[config.mk]
export PLATFORM = sky130hd
export DESIGN_NAME = pltbl_ctrl
export DESIGN_NICKNAME = d
export VERILOG_FILES = /design/src/rtl/pltbl_pkg.sv /design/src/rtl/pltbl_ctrl.sv
export SDC_FILE = /design/constraint.sdc
export NUM_CORES = 1
export LEC_CHECK = 0
export ABC_CLOCK_PERIOD_IN_PS = 4300
export BUFFER_PORTS_ARGS = -buffer_cell sky130_fd_sc_hd__buf_4
export CORE_MARGIN = 2
export CORE_UTILIZATION = 44
export DETAILED_ROUTE_END_ITERATION = 12
export PLACE_DENSITY = 0.92
export SYNTH_ARGS = -nofsm -noshare
export SYNTH_HDL_FRONTEND = slang
export SYNTH_SLANG_ARGS = --single-unit
[constraint.sdc]
create_clock -name i_clk -period 4.3 [get_ports i_clk]
set_input_delay 0.645 -clock i_clk [delete_from_list [all_inputs] [get_ports i_clk]]
set_output_delay 0.645 -clock i_clk [all_outputs]
set_load 0.005 [all_outputs]
[src/rtl/pltbl_pkg.sv]
// ----------------------------------------------------------------------------
// pltbl_pkg
// Shared constants, codes, state type and controller/datapath structs of the
// piecewise-linear table interpolator.
// ----------------------------------------------------------------------------
package pltbl_pkg;

    localparam int DEF_TABLE_DEPTH = 64;
    localparam int DEF_VALUE_WIDTH = 32;
    localparam int KEY_WIDTH       = 32;
    localparam int OP_WIDTH        = 2;
    localparam int STATUS_WIDTH    = 2;
    localparam int GAP_WIDTH       = 16;
    localparam int FRAC_WIDTH      = 16;
    localparam int NUM_FIELDS      = 3;

    localparam logic [GAP_WIDTH-1:0] GAP_RESET = GAP_WIDTH'(1);

    localparam logic [OP_WIDTH-1:0] OP_CLEAR  = OP_WIDTH'(0);
    localparam logic [OP_WIDTH-1:0] OP_APPEND = OP_WIDTH'(1);
    localparam logic [OP_WIDTH-1:0] OP_QUERY  = OP_WIDTH'(2);

    localparam logic [STATUS_WIDTH-1:0] ST_OK    = STATUS_WIDTH'(0);
    localparam logic [STATUS_WIDTH-1:0] ST_SHORT = STATUS_WIDTH'(1);
    localparam logic [STATUS_WIDTH-1:0] ST_FULL  = STATUS_WIDTH'(2);

    typedef enum logic [3:0] {
        S_IDLE,
        S_DECODE,
        S_CMP_FIRST,
        S_CMP_LAST,
        S_WALK,
        S_GAP,
        S_TAKE_ROW,
        S_DIV,
        S_LO,
        S_HI,
        S_DIFF,
        S_MUL,
        S_ACC,
        S_DONE
    } t_state;

    typedef enum logic [1:0] {
        KA_ZERO,
        KA_LAST,
        KA_IDX,
        KA_NEXT
    } t_key_addr;

    typedef enum logic [1:0] {
        VA_ZERO,
        VA_LAST,
        VA_IDX,
        VA_PREV
    } t_val_addr;

    typedef enum logic {
        RS_ZERO,
        RS_ROW
    } t_res_src;

    typedef struct packed {
        logic                    latch;
        logic                    clear;
        logic                    append;
        t_key_addr               key_addr;
        t_val_addr               val_addr;
        logic                    idx_init;
        logic                    idx_step;
        logic                    gap_cap;
        logic                    div_init;
        logic                    div_step;
        logic                    lo_cap;
        logic                    hi_cap;
        logic                    diff;
        logic                    mul;
        logic                    acc;
        logic                    res_set;
        t_res_src                res_src;
        logic [STATUS_WIDTH-1:0] res_status;
        logic                    out_load;
    } t_cmd;

    typedef struct packed {
        logic [OP_WIDTH-1:0] op;
        logic                short;
        logic                full;
        logic                key_le;
        logic                key_ge;
        logic                walk_more;
        logic                degen;
        logic                div_last;
        logic                mul_last;
    } t_stat;

endpackage

[src/rtl/pltbl_ctrl.sv]
// ----------------------------------------------------------------------------
// pltbl_ctrl
// Sequencer of the interpolator: decodes items, walks the key table, runs the
// divider and the per-field interpolation, and owns the channel handshakes.
// ----------------------------------------------------------------------------
module pltbl_ctrl
    import pltbl_pkg::*;
(
    input  logic  i_clk,
    input  logic  i_rst_n,
    input  logic  i_in_valid,
    output logic  o_in_ready,
    output logic  o_out_valid,
    input  logic  i_out_ready,
    input  t_stat i_stat,
    output t_cmd  o_cmd
);

    t_state r_state;
    t_state n_state;
    logic   r_out_valid;
    logic   w_accept;
    logic   w_out_free;

    assign o_in_ready  = (r_state == S_IDLE);
    assign w_accept    = i_in_valid && o_in_ready;
    assign w_out_free  = !r_out_valid || i_out_ready;
    assign o_out_valid = r_out_valid;

    always_ff @(posedge i_clk) begin
        if (!i_rst_n) begin
            r_state     <= S_IDLE;
            r_out_valid <= 1'b0;
        end else begin
            r_state <= n_state;
            if (o_cmd.out_load) begin
                r_out_valid <= 1'b1;
            end else if (i_out_ready) begin
                r_out_valid <= 1'b0;
            end
        end
    end

    always_comb begin
        n_state = r_state;
        unique case (r_state)
            S_IDLE: begin
                if (w_accept) begin
                    n_state = S_DECODE;
                end
            end
            S_DECODE: begin
                if (i_stat.op == OP_QUERY && !i_stat.short) begin
                    n_state = S_CMP_FIRST;
                end else begin
                    n_state = S_DONE;
                end
            end
            S_CMP_FIRST: n_state = i_stat.key_le ? S_TAKE_ROW : S_CMP_LAST;
            S_CMP_LAST:  n_state = i_stat.key_ge ? S_TAKE_ROW : S_WALK;
            S_WALK:      n_state = i_stat.walk_more ? S_WALK : S_GAP;
            S_GAP:       n_state = i_stat.degen ? S_TAKE_ROW : S_DIV;
            S_TAKE_ROW:  n_state = S_DONE;
            S_DIV:       n_state = i_stat.div_last ? S_LO : S_DIV;
            S_LO:        n_state = S_HI;
            S_HI:        n_state = S_DIFF;
            S_DIFF:      n_state = S_MUL;
            S_MUL:       n_state = S_ACC;
            S_ACC:       n_state = i_stat.mul_last ? S_DONE : S_DIFF;
            S_DONE: begin
                if (w_out_free) begin
                    n_state = S_IDLE;
                end
            end
            default:     n_state = S_IDLE;
        endcase
    end

    always_comb begin
        o_cmd = '0;
        unique case (r_state)
            S_IDLE: begin
                o_cmd.latch = w_accept;
            end
            S_DECODE: begin
                priority if (i_stat.op == OP_CLEAR) begin
                    o_cmd.clear      = 1'b1;
                    o_cmd.res_set    = 1'b1;
                    o_cmd.res_status = ST_OK;
                end else if (i_stat.op == OP_APPEND) begin
                    o_cmd.append     = !i_stat.full;
                    o_cmd.res_set    = 1'b1;
                    o_cmd.res_status = i_stat.full ? ST_FULL : ST_OK;
                end else if (i_stat.op == OP_QUERY) begin
                    if (i_stat.short) begin
                        o_cmd.res_set    = 1'b1;
                        o_cmd.res_status = ST_SHORT;
                    end else begin
                        o_cmd.key_addr = KA_ZERO;
                    end
                end else begin
                    o_cmd.res_set    = 1'b1;
                    o_cmd.res_status = ST_OK;
                end
            end
            S_CMP_FIRST: begin
                o_cmd.idx_init = 1'b1;
                o_cmd.key_addr = KA_LAST;
                o_cmd.val_addr = i_stat.key_le ? VA_ZERO : VA_LAST;
            end
            S_CMP_LAST: begin
                o_cmd.key_addr = KA_IDX;
                o_cmd.val_addr = VA_LAST;
            end
            S_WALK: begin
                if (i_stat.walk_more) begin
                    o_cmd.idx_step = 1'b1;
                    o_cmd.key_addr = KA_NEXT;
                end else begin
                    o_cmd.gap_cap = 1'b1;
                end
            end
            S_GAP: begin
                if (i_stat.degen) begin
                    o_cmd.val_addr = VA_IDX;
                end else begin
                    o_cmd.div_init   = 1'b1;
                    o_cmd.res_set    = 1'b1;
                    o_cmd.res_status = ST_OK;
                    o_cmd.val_addr   = VA_PREV;
                end
            end
            S_TAKE_ROW: begin
                o_cmd.res_set    = 1'b1;
                o_cmd.res_src    = RS_ROW;
                o_cmd.res_status = ST_OK;
            end
            S_DIV: begin
                o_cmd.div_step = 1'b1;
                o_cmd.val_addr = VA_PREV;
            end
            S_LO: begin
                o_cmd.lo_cap   = 1'b1;
                o_cmd.val_addr = VA_IDX;
            end
            S_HI: begin
                o_cmd.hi_cap = 1'b1;
            end
            S_DIFF: begin
                o_cmd.diff = 1'b1;
            end
            S_MUL: begin
                o_cmd.mul = 1'b1;
            end
            S_ACC: begin
                o_cmd.acc = 1'b1;
            end
            S_DONE: begin
                o_cmd.out_load = w_out_free;
            end
            default: begin
                o_cmd = '0;
            end
        endcase
    end

endmodule

**After elaboration in Yosys (flattened, before gate mapping)**

Index checks and enable logic that the tools add are counted.
Widths: inputs -> output; s select.

- Eq/ne operators: 17
- Muxes and demuxes: 47
- Reductions and logical operators: 10

Operators by type and width:

| operator | count |
|---|---|
| $pmux 4 s14 | 1 |
| $mux 1 | 27 |
| $eq 4x4->1 const B | 6 |
| $mux 2 | 9 |
| $eq 4x3->1 const B | 4 |
| $mux 4 | 4 |
| $pmux 2 s5 | 1 |
| $mux 3 | 3 |
| $eq 4x2->1 const B | 2 |
| $pmux 2 s4 | 1 |
| $eq 4x1->1 const B | 1 |
| $logic_not 4->1 | 1 |
| $logic_not 1->1 | 3 |
| $pmux 1 s3 | 1 |
| $eq 2x1->1 const B | 1 |
| $eq 2x2->1 const B | 1 |
| $logic_and 1x1->1 | 2 |
| $logic_not 2->1 | 1 |
| $ne 2x1->1 const B | 1 |
| $ne 2x2->1 const B | 1 |
| $reduce_and 2->1 | 1 |
| $reduce_bool 2->1 | 1 |
| $logic_or 1x1->1 | 1 |

- Bits in registers: 5
- Input port bits: 14
- Logic and storage cells: 76

**Longest topological paths before layout**

Gate-level depths: netlist (run 1).

- Word-level depth: 5
- Gate-level depth with buffers: 5

**Least setup slack after synthesis (run 1)**

OpenSTA, ideal clock, no wires.

- Path kind: input to output
- Start point: input i_stat[5] in the netlist's numbering
- End point: output o_cmd[15] in the netlist's numbering
- Data arrival time: 1.389 ns
- Required time: 3.655 ns
- Slack: 2.266 ns
- Stages: 3
- Buffers on the path: 0
- Cell sequence: or4b_1 a21oi_1 a21o_1

RTL lines:

| item | line | RTL |
|---|---|---|
| start: declaration | pltbl_ctrl.sv:15 | `input t_stat i_stat,` |
| end: declaration | pltbl_ctrl.sv:16 | `output t_cmd o_cmd` |

==> flow_summary.json, run 1 <==
{
  "synthXorXnorAreaFrac": 0,
  "htree_num_levels": 1,
  "irDropWorstVdd_mv": 0.321,
  "cts.sinks": 5,
  "root_buffer": "clkbuf_4",
  "rsz0062_at_grt": "false",
  "syn-cell-area_um2": 602,
  "synth_edf_count": 0,
  "synthCells": 93,
  "hp-class": "reg2reg",
  "grt-ovfl-total": 0,
  "yosys_register_bits": 5,
  "die_x_um": 41.0,
  "die_area_mm2": 0.00168,
  "gp_congestion": 0.889,
  "hold_viol": 0,
  "layout_min_cycle_time_ns": 2.61,
  "grt_pass1_vias": 581,
  "crit_path_end_kind": "output port",
  "yosys.area_share.simple": 0.501,
  "synth_flop_cell": "dfxtp_1",
  "ys_top_cells_by_count": "nor2_1 (17), nand2_1 (8), nor3_1 (8)",
  "setup_viol": 0,
  "synth_compound_area_frac": 0.256,
  "clk_pin_slew_ns": 0.05,
  "crit_fanout": 22,
  "period_share": 0.608,
  "vias_per_cell": 5.67,
  "avgSynthCellArea_um2": 6.47,
  "synthAdderAreaFrac": 0,
  "die_h_um": 41.0,
  "crit_buf_inv": 1,
  "rows": 13,
  "postRouteAntennaNets": 0,
  "coreArea_mm2": 0.00128,
  "cpPeakStageDelay_ns": 0.80,
  "ctsResizeCount": 0,
  "synth_nets": 107,
  "synth_cell_types": 34,
  "area_growth_pct": 47.2,
  "firstDrtPassIters": 4,
  "yosysWarnings": 0,
  "io_buffer_count": 37,
  "tightest_slew_ns": 0.649,
  "ios": 38,
  "hpwlAfterDp_um": 1290,
  "synth.yosys.seq_area_share": 0.166,
  "slew_headroom": 0.567,
  "path_cells": "or4b_2 > nor2_1 > and3_1 > buf_4",
  "ctsHoldBuffers": 0,
  "wire_per_inst_um": 12.5,
  "worstPathArrival_ns": 1.97,
  "antenna_cells": 0,
  "yosysMostFrequentCell": "nor2_1",
  "yosysTopAreaCellShare": 0.166,
  "drc_errors": 0,
  "final_cells": 142,
  "synth_top_family_by_area": "simple AND/OR/NAND/NOR gates",
  "antenna_found_initial": 0,
  "clk_latency_ns": 0.25,
  "outcome": "completed",
  "crit_slowest_cell": "or4b_2",
  "wl_um": 1770,
  "fin_setup_tns_ns": 0,
  "vias": 805,
  "finalMaxSlewViolations": 0,
  "globalRouteTotalUtil": 0.227,
  "yosys-top-cells-area": "dfxtp_1 (17%), nor2_1 (11%), nor3_1 (6.7%), nand2b_1 (6.2%), o21ai_0 (5.0%)",
  "start_util": 0.468,
  "clock_skew_ns": 0.0106,
  "layout.nets": 142,
  "drt_iter0_drc": 32,
  "grt_max_degree": 23,
  "cts_tree": "done",
  "post-cts-setup-buffers": 0,
  "synth_top_area_cell": "dfxtp_1",
  "maxCapViolations": 0,
  "crit_family": "simple AND/OR/NAND/NOR gates",
  "dp_cells": 138,
  "p_leak_uw": 0.000412,
  "synth_mux_area_frac": 0,
  "p_per_area_mw_per_mm2": 549,
  "critPathKind": "reg2out",
  "cts_buffer_depth": 2,
  "cts_made_buffers": 3,
  "max_freq_mhz": 383,
  "async_flop_share": 0,
  "drive_gt1_frac": 0.354,
  "critPathLaunchType": "flip-flop",
  "required_ns": 3.65,
  "grt_pass1_wl_um": 2490
}
layout make-up:
class	instances	area [µm²]
multi-input cells	79	455
fillers	125	399
repair buffers	37	278
flip-flops and latches	5	100
clock buffers	4	26.3
well taps	15	18.8
inverters	2	7.51
routing by layer:
layer,wire length [µm],GRT usage,part of all wire
met1,745,0.303,0.42
met2,872,0.348,0.49
met3,152,0.0489,0.086
met4,0,0.0917,0
met5,0,0,0
kinds of logic after synthesis:
logic type,after synthesis
compound gates,22
buf+inv,9
flops,5
simple gates,57
worst reg2reg max path: stages, from the launching register on:
cell	delay (ns)
dfxtp_1	0.73
or4bb_1	0.55
a21oi_1	0.19
a21oi_1	0.08
a311oi_2	0.19
sequential cells by signal, summed over array words and instances (netlist names):
| register | cells |
|---|---|
| r_state | 4 |
| o_out_valid | 1 |
layout by cell type, fill, tap and decap left out:
cell      synthesis  routed
clkbuf_1          2       1
or4b_1            1       1
and3_1            2       2
nor2b_1           3       3
or4_1             1       1
a21o_1            2       2
nor3b_1           2       2
or3_1             1       1
nand4b_1          1       1
a311oi_2          1       1
a21oi_1           5       5
clkbuf_4          0       3
o21a_1            1       1
or4bb_1           1       1
dfxtp_1           5       5
or2_1             1       1
o221a_2           1       1
o32a_1            1       1
o21ai_0           6       6
or2_2             2       2
nand3_1           1       1
buf_4             0      37
nor2_1           17      17
a31oi_1           2       2
inv_1             2       2
o41a_1            1       1
nor3_1            8       8
nand2b_1          6       6
or4b_2            1       1
nand2_1           8       8
a311oi_1          1       1
nor4_1            1       1
a21boi_0          1       1
per-stage QoR:
stage               hold WS (ns)  cell area [µm²]  utilization  power, µW  setup WS, ns
global placement           0.549              860        0.669        418          1.96
floorplan                  0.535              602            -        320          2.27
finish                     0.582              886        0.689        486          1.69
global route               0.624              886        0.689        532          1.55
detailed placement         0.554              860        0.669        426          1.96
CTS                        0.586              886        0.689        485          1.70
power by group:
group | total, µW | switching (µW) | internal [µW] | leakage (µW)
registers | 133 | 69.8 | 62.9 | 0.0000412
logic | 298 | 135 | 163 | 0.000356
clock network | 55.5 | 20.4 | 35.2 | 0.0000150
total | 486 | 225 | 261 | 0.000412
final timing paths:
| path | cells after the start | endpoint | slack, ns | start |
|---|---|---|---|---|
| setup / recovery | 4 | o_cmd[2] | 1.69 | r_state[2] |
| hold / removal | 2 | o_out_valid | 0.58 | o_out_valid |
| hold reg to reg | 2 | o_out_valid | 0.58 | o_out_valid |
| setup reg to reg | 4 | r_state[0] | 2.49 | r_state[2] |
(Power assumes the default switching activity.)
==> run 2, diff against run 1 <==
Settings changed: ABC_CLOCK_PERIOD_IN_PS 4300 to 2500, CORE_UTILIZATION 44 to 41, PLACE_DENSITY 0.92 to 0.88.
Clock period 4.3 ns to 2.5 ns, I/O delays scaled along.
==> run 2 against run 1 <==
Net effect: final area rose by 1.7%; critical path depth increased by 1; worst hold slack got worse by 0.17 ns; critical path type unchanged; critical endpoint is now o_cmd[19]; highest routed layer is now met4.
==> flow_summary.json, run 2 (synthesis results as in run 1) <==
{
  "setup_viol": 0,
  "critPathLaunchType": "flip-flop",
  "max_freq_mhz": 430,
  "min_delay_path_depth": 2,
  "post-cts-setup-buffers": 0,
  "layout.nets": 144,
  "ios": 38,
  "grt_pass1_vias": 643,
  "comb_power_share": 0.678,
  "final_cell_mix": "buf_4 (39), nor2_1 (17), nand2_1 (8), nor3_1 (8)",
  "postRouteAntennaNets": 0,
  "final_common_cell": "buf_4",
  "tightest_slew_ns": 0.518,
  "worstPathArrival_ns": 1.95,
  "vias_per_cell": 5.67,
  "required_ns": 2.12,
  "grt_pass1_wl_um": 2800,
  "hp-class": "in2reg",
  "maxCapViolations": 0,
  "clk_latency_ns": 0.25,
  "dp_cells": 140,
  "rr_startpoint": "r_state[1]",
  "irDropWorstVdd_mv": 0.511,
  "layout_min_cycle_time_ns": 2.33,
  "area_growth_pct": 49.7,
  "r2r_cells": 4,
  "drc_errors": 0,
  "antenna_cells": 0,
  "grt-ovfl-total": 0,
  "cts_tree": "done",
  "p_switching_uw": 395,
  "drt_iter0_drc": 42,
  "drive_gt1_frac": 0.364,
  "cts_buffer_depth": 2,
  "io_buffer_count": 37,
  "nFillCells": 118,
  "rows": 13,
  "crit_fanout": 16,
  "finalMaxSlewViolations": 0,
  "outcome": "completed",
  "ctsResizeCount": 0,
  "vias": 817,
  "r2r_slack_ns": 0.71,
  "root_buffer": "clkbuf_4",
  "final_cells": 144,
  "worstHoldStart": "i_rst_n",
  "globalRouteTotalUtil": 0.193,
  "p_per_area_mw_per_mm2": 955,
  "slew_headroom": 0.654,
  "wl_um": 1780,
  "period_share": 0.931,
  "clk_pin_slew_ns": 0.05,
  "power_frac_seq": 0.208,
  "cts.sinks": 5,
  "firstDrtPassIters": 4,
  "wire_per_inst_um": 12.4,
  "coreArea_mm2": 0.00133,
  "p_clk_frac": 0.114,
  "switching_share": 0.460,
  "htree_num_levels": 1,
  "postLayoutCoreUtil": 0.675,
  "die_x_um": 42.3,
  "antenna_found_initial": 0,
  "ctsHoldBuffers": 0,
  "largest_register_ffs": 4,
  "regMostFlops": "r_state",
  "die_h_um": 42.3,
  "clock_skew_ns": 0.00844,
  "rsz0062_at_grt": "false",
  "cts_made_buffers": 3,
  "die_area_mm2": 0.00179,
  "gp_congestion": 0.880,
  "fin_setup_tns_ns": 0,
  "start_util": 0.451,
  "p_leak_uw": 0.000422,
  "p_int_uw": 465,
  "critPathKind": "reg2out",
  "hold_viol": 0,
  "hpwlAfterDp_um": 1340,
  "startpoint": "r_state[0]",
  "crit_path_end_kind": "output port",
  "grt_max_degree": 20
}
## run 2: changes by cell type in the layout (fill, tap and decap cells not counted)
cell | before | now
buf_4 | 37 | 39
## run 2: worst max-delay path, stage by stage, from the launching register on
cell and delay [ns]:
dfxtp_1 0.60, or4b_2 0.69, nor2_1 0.14, nand2_1 0.06
nor2_1 0.09, buf_4 0.12
## run 2: through the flow
| step | hold slack (ns) | instance area (µm²) | setup WS [ns] | power, µW |
|---|---|---|---|---|
| 2_1_floorplan | 0.509 | 602 | 0.817 | 550 |
| 3_3_place_gp | 0.562 | 875 | 0.510 | 746 |
| 3_5_place_dp | 0.557 | 875 | 0.461 | 753 |
| 4_1_cts | 0.407 | 901 | 0.193 | 854 |
| 5_1_grt | 0.405 | 901 | 0.0566 | 933 |
| 6_report | 0.413 | 901 | 0.173 | 860 |
## run 2: worst paths after layout
kind / endpoint
max reg2reg: r_state[0]
min: r_state[2]
max: o_cmd[19]
min reg2reg: o_out_valid
## run 2: cell type report
cell class | instances | area, µm² | share of cell area
Clock buffer | 4 | 26.3 | 0.0292
Multi-Input combinational cell | 79 | 455 | 0.506
Inverter | 2 | 7.51 | 0.00833
Tap cell | 15 | 18.8 | 0.0208
Timing Repair Buffer | 39 | 293 | 0.325
Sequential cell | 5 | 100 | 0.111
## run 2: power groups by stage
stage	Combinational [µW]	Sequential (µW)	Clock [µW]
CTS	582	175	97.6
finish	583	179	97.7
global route	638	190	105
detailed placement	577	176	0
floorplan	418	132	0
global placement	570	175	0
## run 2: layer usage
metal / vias up / track usage / part of all wire
met5: - / 0 / 0
met4: 0 / 0.0563 / 0.022
met3: 6 / 0.0129 / 0.098
met2: 50 / 0.314 / 0.46
met1: 357 / 0.271 / 0.42
li1: 404 / - / -
==> run 3, diff against run 2 <==
Settings changed: RECOVER_POWER set to 50.
==> run 3 against run 2 <==
Net effect: first-iteration DRC count did not move; wire length fell by 2.2%; power fell by 1.6%; critical path type unchanged; worst hold slack got worse by 0.0039 ns; highest routed layer unchanged; via count fell by 0.61%; critical path depth did not move; register-to-register slack got worse by 0.07 ns; worst setup slack improved by 0.0075 ns; non-clock buffer count did not move; clock power fell by 0.4%; critical endpoint unchanged.
==> flow_summary.json, run 3 (synthesis results as in run 1) <==
{
  "final_common_cell": "buf_4",
  "wire_per_inst_um": 12.1,
  "p_leak_uw": 0.000412,
  "drive_gt1_frac": 0.357,
  "gp_congestion": 0.880,
  "irDropWorstVdd_mv": 0.498,
  "grt-ovfl-total": 0,
  "layout_setup_ws_ns": 0.180,
  "max_freq_mhz": 431,
  "largest_register_ffs": 4,
  "grt_pass1_vias": 643,
  "hold_ws_ns": 0.409,
  "hp-class": "in2reg",
  "die_x_um": 42.3,
  "firstDrtPassIters": 4,
  "period_share": 0.928,
  "crit_fanout": 16,
  "post-cts-setup-buffers": 0,
  "clk_pin_slew_ns": 0.05,
  "tightest_slew_ns": 0.514,
  "grt_pass1_wl_um": 2800,
  "rows": 13,
  "fin_setup_tns_ns": 0,
  "final_cells": 144,
  "coreArea_mm2": 0.00133,
  "rr_startpoint": "r_state[1]",
  "hold_end": "r_state[2]",
  "antenna_cells": 0,
  "clock_skew_ns": 0.00666,
  "finalMaxSlewViolations": 0,
  "drc_errors": 0,
  "hold_viol": 0,
  "crit_path_end_kind": "output port",
  "ctsResizeCount": 0,
  "slew_headroom": 0.657,
  "min_delay_path_depth": 2,
  "die_h_um": 42.3,
  "final_cell_mix": "buf_4 (30), nor2_1 (17), clkbuf_4 (11)",
  "clk_latency_ns": 0.25,
  "required_ns": 2.12,
  "wl_um": 1740,
  "grt_max_degree": 20,
  "ctsHoldBuffers": 0,
  "worstHoldStart": "i_rst_n",
  "r2r_cells": 4,
  "critPathKind": "reg2out",
  "worstPathArrival_ns": 1.94,
  "rsz0062_at_grt": "false",
  "nFillCells": 120,
  "ios": 38,
  "postRouteAntennaNets": 0,
  "rr_endpoint": "r_state[2]",
  "wl_met2_um": 809,
  "regMostFlops": "r_state",
  "vias_per_cell": 5.64,
  "layout.nets": 144,
  "critPathLaunchType": "flip-flop",
  "htree_num_levels": 1,
  "cts_buffer_depth": 2,
  "area_growth_pct": 49.1,
  "maxCapViolations": 0,
  "layout_min_cycle_time_ns": 2.32,
  "wl_met1_um": 769,
  "p_per_area_mw_per_mm2": 943,
  "cts.sinks": 5,
  "antenna_found_initial": 0,
  "cts_made_buffers": 3,
  "r2r_slack_ns": 0.64,
  "io_buffer_count": 37,
  "met3WireLength_um": 149,
  "cts_tree": "done",
  "start_util": 0.451,
  "root_buffer": "clkbuf_4",
  "preCtsSetupSlack_ns": 0.461,
  "die_area_mm2": 0.00179,
  "outcome": "completed",
  "postLayoutCoreUtil": 0.673,
  "hpwlAfterDp_um": 1340,
  "vias": 812,
  "setup_viol": 0,
  "dp_cells": 140,
  "drt_iter0_drc": 42,
  "routed.top_layer": "met4",
  "globalRouteTotalUtil": 0.193
}
==> run 3: cell count changes in the layout (fill, tap and decap cells not counted) <==
cell / before / now
or2_1: 1 / 0
buf_4: 39 / 30
clkbuf_1: 1 / 2
or2_0: 0 / 1
clkbuf_4: 3 / 11
==> run 3: metrics by stage <==
stage,cell area [µm²],total power (µW)
detailed placement,875,753
global placement,875,746
CTS,901,854
global route,897,926
finish,897,846
floorplan,602,550
==> run 3: per-layer routing <==
metal | vias to the layer above | global-route usage
li1 | 406 | -
met1 | 352 | 0.271
met2 | 52 | 0.314
met3 | 2 | 0.0129
met4 | 0 | 0.0563
met5 | - | 0
==> run 3: worst max-delay path by stage <==
stage | startpoint | to | slack, ns | cells past startpoint
floorplan | r_state[2] | o_cmd[2] | 0.82 | 3
global placement | r_state[0] | o_cmd[2] | 0.51 | 4
detailed placement | r_state[0] | o_cmd[19] | 0.46 | 5
CTS | r_state[0] | o_cmd[19] | 0.19 | 5
global route | r_state[0] | o_cmd[19] | 0.06 | 5
finish | r_state[0] | o_cmd[19] | 0.18 | 5
==> run 3: final cells by class <==
cell class | count | area, µm² | area share
clock buffer | 4 | 26.3 | 0.0293
timing repair buffer | 39 | 289 | 0.322
tap | 15 | 18.8 | 0.0209
multi-input combinational | 79 | 455 | 0.508
sequential | 5 | 100 | 0.112
inverter | 2 | 7.51 | 0.00837
==> run 3: where the power goes <==
group / switching [µW] / leakage, µW / internal [µW] / total (µW)
combinational: 282 / 0.000356 / 289 / 571
clock: 36.7 / 0.0000150 / 60.6 / 97.3
sequential: 69.4 / 0.0000412 / 108 / 178
==> run 3: critical path, stage by stage, from the launching register on <==
cell     delay (ns)
dfxtp_1        0.59
or4b_2         0.69
nor2_1         0.14
nand2_1        0.06
nor2_1         0.09
buf_4          0.12
